$ cat config.mk
export PLATFORM = sky130hd
export DESIGN_NAME = sis_cell
export DESIGN_NICKNAME = d
export VERILOG_FILES = /design/src/rtl/sis_pkg.sv /design/src/rtl/sis_cell.sv
export SDC_FILE = /design/constraint.sdc
export NUM_CORES = 1
export LEC_CHECK = 0
export BUFFER_PORTS_ARGS = -buffer_cell sky130_fd_sc_hd__buf_2
export CAP_MARGIN = 20
export CORE_MARGIN = 1
export CORE_UTILIZATION = 38
export DETAILED_ROUTE_END_ITERATION = 12
export GPL_TIMING_DRIVEN = 1
export PLACE_DENSITY = 0.77
export REMOVE_ABC_BUFFERS = 1
export SLEW_MARGIN = 20
export SYNTH_ARGS = -nofsm -noshare
export SYNTH_HDL_FRONTEND = slang
export SYNTH_SLANG_ARGS = --single-unit
$ cat constraint.sdc
create_clock -name clk -period 2.3 [get_ports clk]
set_input_delay 0.115 -clock clk [delete_from_list [all_inputs] [get_ports clk]]
set_output_delay 0.115 -clock clk [all_outputs]
set_load 0.05 [all_outputs]
$ cat src/rtl/sis_pkg.sv
// Shared types and constants for the sorted integer set unit.
// No dependencies; imported by sis_cell and sorted_integer_set_unit.
`default_nettype none

package sis_pkg;

	localparam int CAPACITY  = 64;
	localparam int KEY_W     = 32;
	localparam int IDX_W     = $clog2(CAPACITY);
	localparam int CNT_W     = $clog2(CAPACITY + 1);
	localparam int POS_OUT_W = 6;
	localparam int CNT_OUT_W = 7;
	localparam int REQ_W     = 2;
	localparam int STAT_W    = 2;

	typedef logic signed [KEY_W-1:0] key_t;
	typedef logic [IDX_W-1:0]        idx_t;
	typedef logic [CNT_W-1:0]        cnt_t;

	typedef enum logic [REQ_W-1:0] {
		REQ_LOOKUP = 2'd0,
		REQ_INSERT = 2'd1,
		REQ_DELETE = 2'd2
	} req_t;

	typedef enum logic [STAT_W-1:0] {
		STAT_OK   = 2'd0,
		STAT_MISS = 2'd1,
		STAT_DUP  = 2'd2,
		STAT_FULL = 2'd3
	} status_t;

	// Broadcast to every cell of the chain.
	typedef struct packed {
		logic compare;
		logic insert;
		logic remove;
	} cell_ctl_t;

endpackage

`default_nettype wire

$ cat src/rtl/sis_cell.sv
// One storage cell of the sorted key chain: holds a key, compares it
// against the request key and shifts with its neighbors. Uses sis_pkg.
`default_nettype none

module sis_cell (
	input  wire                clk,
	input  wire                arst_n,
	input  sis_pkg::cell_ctl_t ctl,
	input  sis_pkg::key_t      cmp_key,
	input  sis_pkg::key_t      ins_key,
	input  wire                occupied,
	input  wire                left_lt,
	input  sis_pkg::key_t      left_key,
	input  sis_pkg::key_t      right_key,
	output sis_pkg::key_t      key_q,
	output logic               lt_q,
	output logic               eq_q
);
	import sis_pkg::*;

	always_ff @(posedge clk or negedge arst_n) begin
		if (!arst_n) begin
			lt_q <= 1'b0;
			eq_q <= 1'b0;
		end else if (ctl.compare) begin
			lt_q <= occupied && (key_q < cmp_key);
			eq_q <= occupied && (key_q == cmp_key);
		end
	end

	// At/above the point, insert takes the left key (first cell: new key), delete the right key.
	always_ff @(posedge clk) begin
		if (ctl.insert && !lt_q) begin
			key_q <= left_lt ? ins_key : left_key;
		end else if (ctl.remove && !lt_q) begin
			key_q <= right_key;
		end
	end

endmodule

`default_nettype wire

Word-level counts from Yosys, hierarchy flattened
Cells that the tools add are included.
Word-level totals
  output and inout bits: 34
  logic and storage cells: 14
  flip-flop bits (word level): 34
  input bits: 135
Operators by class
  reduce and logical (&&, ||, !) cells: 6
  eq/ne operators: 1
  order comparisons: 1
  mux-type cells: 3
Operators by type and width (number)
  two-way mux 32 bit: 3
  equality test 32 bit: 1
  less-than comparator 32 bit: 1
  logical AND 1 bit: 4
  nonzero test 2 bit: 1
  logical NOT 1 bit: 1

Longest topological paths before layout
  word-level depth: 4
  mapped depth: 7
  depth with buffers taken out: 7

Worst setup path after synthesis
No wires, ideal clock.
  path kind: reg-to-reg
  start point: register lt_q
  end point: register key_q[0], enable pin
  library setup time: 0.422 ns
  clock period less this slack: 2.435 ns
  arrival time: 2.013 ns
  setup slack: -0.135 ns
  path buffers: 0
  data required time: 1.878 ns
  cell stages (with the launch flop): 2
  cell sequence: dfrtp_1 -> nor2_1
Between the ends
  longest elaborated chain between the ends: 3
  elaborated cells on any way between the ends: 4
  classes of those cells: reduce/logical (4)
Ends and longest elaborated chain
  start: declaration: line sis_cell.sv:16  | output logic lt_q,
  start signal: assignment: line sis_cell.sv:26  | lt_q <= occupied && (key_q < cmp_key);
  logical NOT 1 bit *: line sis_cell.sv:33, sis_cell.sv:35
  logical AND 1 bit, on equally long branches: line sis_cell.sv:33, sis_cell.sv:35
  nonzero test 2 bit (no line) *
  end signal: assignment: line sis_cell.sv:34  | key_q <= left_lt ? ins_key : left_key;
  end signal: assignment: line sis_cell.sv:36  | key_q <= right_key;
  end: declaration: line sis_cell.sv:15  | output sis_pkg::key_t key_q,
Mark *: on every way between the ends. The rest lies on a longest branch, timed or not.
A chain may end at the register's enable or synchronous reset.

Final worst setup path
  start point: register key_q[13]
  end point: register lt_q
Between the ends
  longest elaborated chain between the ends: 2
Ends and longest elaborated chain (line)
  less-than comparator 32 bit: sis_cell.sv:26
  logical AND 1 bit: sis_cell.sv:26
No other way between the ends.

==> results.md <==
- The run finished with clean final reports.
- Summed over all cells, the static leakage comes to 1.93 nW.
- The initial utilization of the core area, before any placement, comes to between 30% and 40%.
- Between clock sinks in the finished design, the worst skew comes to just under 10 ps.
- The sum of negative setup slack is 0 ps.
- Detailed placement finished with a half-perimeter wire length of between 5 and 6 mm.
- The maximum buffer depth of the clock tree is 2.
- From bottom edge to top edge, the die measures 83.7 microns.
- 0 antenna diodes ended up in the layout.
- Across all setup checks in the final design, the least slack found is around 530 ps.
- The post-detailed-placement cell area is 3480 sq um.
- After clock tree synthesis, the clock-pin slew on the worst setup and hold paths is 70 ps.
- The nature of the critical path endpoint is a flop.
- In this run the mean area of a mapped cell was roughly 9.4 sq um.
- After clock tree synthesis, the flow added hold-fix buffers numbering 1.
- In this run the biggest area consumer among cell types represents around 38% of the synthesized area.
- The quantity of I/O buffers inserted on ports is 168.
- The family with the most delay on the worst path is simple AND/OR/NAND/NOR gates.
- In this design, the stage delay of the slowest critical-path cell is just under 400 ps.
- The largest voltage drop on the vdd net is about 0.55 mV.
- Of all cell types, the one taking the most synthesized area is edfxtp_1.
- Global routing consumed, over all layers together, around a fifth of the routing resources.
- In this run, the number of DRC markers left after iteration 0 of detailed routing was 41.
- For this design the top-level I/O count stands at between 150 and 200.
- The die is around 84 microns wide.
- The final RePlAce weighted congestion is a little under 0.8.
- The register area is a little over 1000 sq um.
- The final setup violation count is 0.
- In this run the tightest slew margin relative to its limit is about 63%.
- In this run the worst path has a maximum fanout of 3.
- The number of clock buffers added by TritonCTS is 5.
- The share of post-route cells with drive strength above 1 is 41.8%.
- The utilization of the core after routing is 56.0%.
- The area growth from synthesis to layout is 40.9%.
- The post-synthesis cell count is ~270.
- The worst slack at placement is a little over 500 ps.
- At the later pin of the worst-skew pair, clock insertion delay measures approximately 290 ps.
- For this block, wires on met1 add up to 2.63 mm.
- The slowest cell on the critical path is edfxtp_1.
- The arrival time at the worst endpoint is around 1900 ps.
- The distinct cell type count after synthesis is 27.
- The detail-routed via count per cell is roughly 4.7.
- The detail route stage leaves a number of antenna-violating nets equal to 0.
- TritonCTS built the clock tree.
- The die covers between 7000 and 8000 sq um.
- The wire length reported by the detailed router is 6.40 mm.
- The number of design rule violations left after detail routing is 0.
- The filler cells instantiated in the layout total 582.
- The total number of H-tree levels is 2.
- The worst hold path belongs to the class in2reg.
- The via count of the first global-routing pass came to around 2600.
- The share of the clock period used by the worst path after layout is 77.0%.
- The detailed router used layers up to and including met4.
- Data on the critical path is required at its endpoint by about 2500 ps.
- The finished cells cover 3580 sq um.
- At the pin with the least slew margin, the transition time is ~550 ps.
- The first global-routing pass estimated around 11 mm of wire.
- The number of warnings issued by yosys is 0.
- The type of origin of the critical path is a flop.
- Sequential elements use roughly 40% of the synthesized area.
- For this run, the detailed router's first-pass iteration total came to 4.
- Once the clock tree was built, the resizer swapped 0 gates to a different size.
- Counting every sink on the clock net gives 34.
- Summed over all layers, the global routing overflow is 0.
- Summed over all nets, wire length on met3 after detailed routing comes to about 460 microns.
- The core region is approximately 6400 sq um.
- Synthesis inferred 34 register bits.
- The floorplan row count is 29.
- The number of nets at the end of the flow is about 610.
- The achievable frequency is between 500 and 600 MHz.
- The power density normalized to cell area is 759 nW/um^2.
- The clock period minus worst slack is roughly 1800 ps.
- The area of combinational cells with multiple inputs is 1360 sq um.
- Together, buffers and inverters on the worst path number 0.
- The worst setup path is of the reg2reg kind.
- The overall via count from detail_route is approximately 2400.
- In this run the clock root is driven by a clkbuf_8.
- The area of the mapped netlist is roughly 2500 sq um.
- The met2 wirelength from detailed routing is around 3.2 mm.
- The number of antenna violations at the first check in global routing is 0.
- The number of hold violations in the final report was 0.
- Setup repair after global routing left no endpoint under its margin.
- The post-CTS repair timing setup buffer count is 0.
- In the final routed layout, each cell accounts on average for 12.4 microns.
- Walking the worst path, the cells encountered are ha_1 > nand4_2 > nor4_2 > o21ai_1 > a31oi_1 > o211ai_1.
- The count of max-cap constraint violations is 0.
- Entering global routing, the biggest net connects 35 pins.
- The number of slew-limit violations in the final report is 0.
- After synthesis, the cell types taking the most area are edfxtp_1, ha_1, mux2i_1, o21ai_0, nand2_1.
[per-layer routing]
layer,up-vias,GRT usage (%)
li1,1288,-
met1,1033,21.3
met2,103,35.6
met3,11,5.04
met4,0,7.55
met5,-,0
[synth_stat cells]
master    instances
a211o_1           1
a21o_1            1
a21oi_1          14
a31oi_1           3
buf_2             5
clkbuf_1          6
dfrtp_1           2
edfxtp_1         32
ha_1             32
inv_1            34
mux2i_1          32
nand2_1          45
nand2b_1          4
nand3_1           5
nand3_2           1
nand4_1           1
nand4_2           1
nor2_1            4
nor2_2            1
nor3_1            2
nor3_2            1
nor3b_1           1
nor4_2            1
o211ai_1          2
o21ai_0          37
o21ai_1           2
o22ai_1           1
[state kept, by name (all words and copies together) (netlist names)]
name   cells
key_q     32
eq_q       1
lt_q       1
[final cells by class]
type	instances	area share, %
clock buffers	6	2.03
inverters	34	3.57
repair buffers	172	25.1
multi-input cells	192	38.1
clock inverters	2	0.245
well taps	77	2.69
flip-flops and latches	34	28.3
[report_power, final]
group | total, mW | internal (mW) | switching, mW
Sequential | 0.951 | 0.875 | 0.0760
Clock | 0.427 | 0.208 | 0.219
Combinational | 1.34 | 0.412 | 0.925
[layout by cell type (no fill, tap or decap), drive strengths merged, types with 6 or more instances in the layout]
cell    instances
ha             32
nand3           6
clkbuf          6
mux2i          32
o21ai          39
edfxtp         32
a21oi          14
buf           171
inv            34
nand2          45
[stage by stage]
stage | power [mW] | instances | hold slack [ps]
6_report | 2.72 | 517 | 57.8
5_1_grt | 2.90 | 517 | 74.8
4_1_cts | 2.75 | 517 | 48.1
3_5_place_dp | 2.31 | 508 | -93.8
3_3_place_gp | 2.27 | 508 | -98.0
2_1_floorplan | 1.89 | 260 | -181
[kinds of logic (layout without fill, tap and decap cells)]
kind of cell	count (synthesis)	count (layout)	share of synthesized area, %
buffers and inverters	45	214	6.90
AO/OA/AOI/OAI	61	61	12.7
AND/OR/NAND/NOR	67	67	12.2
flip-flops	34	34	39.8
multiplexers	32	32	12.6
adder cells (fa/ha/maj)	32	32	15.8
[final timing paths]
check                      slack (ps)  endpoint  startpoint  depth (start not counted)
max reg2reg                       530      lt_q   key_q[13]                          6
min in group asynchronous         170      lt_q      arst_n                          2
min                                60      eq_q      ctl[2]                          2
min reg2reg                       540      eq_q        eq_q                          2
max in group asynchronous        2040      eq_q      arst_n                          2
max                               530      lt_q   key_q[13]                          6
No activity file was read; power rests on OpenSTA's default activity.
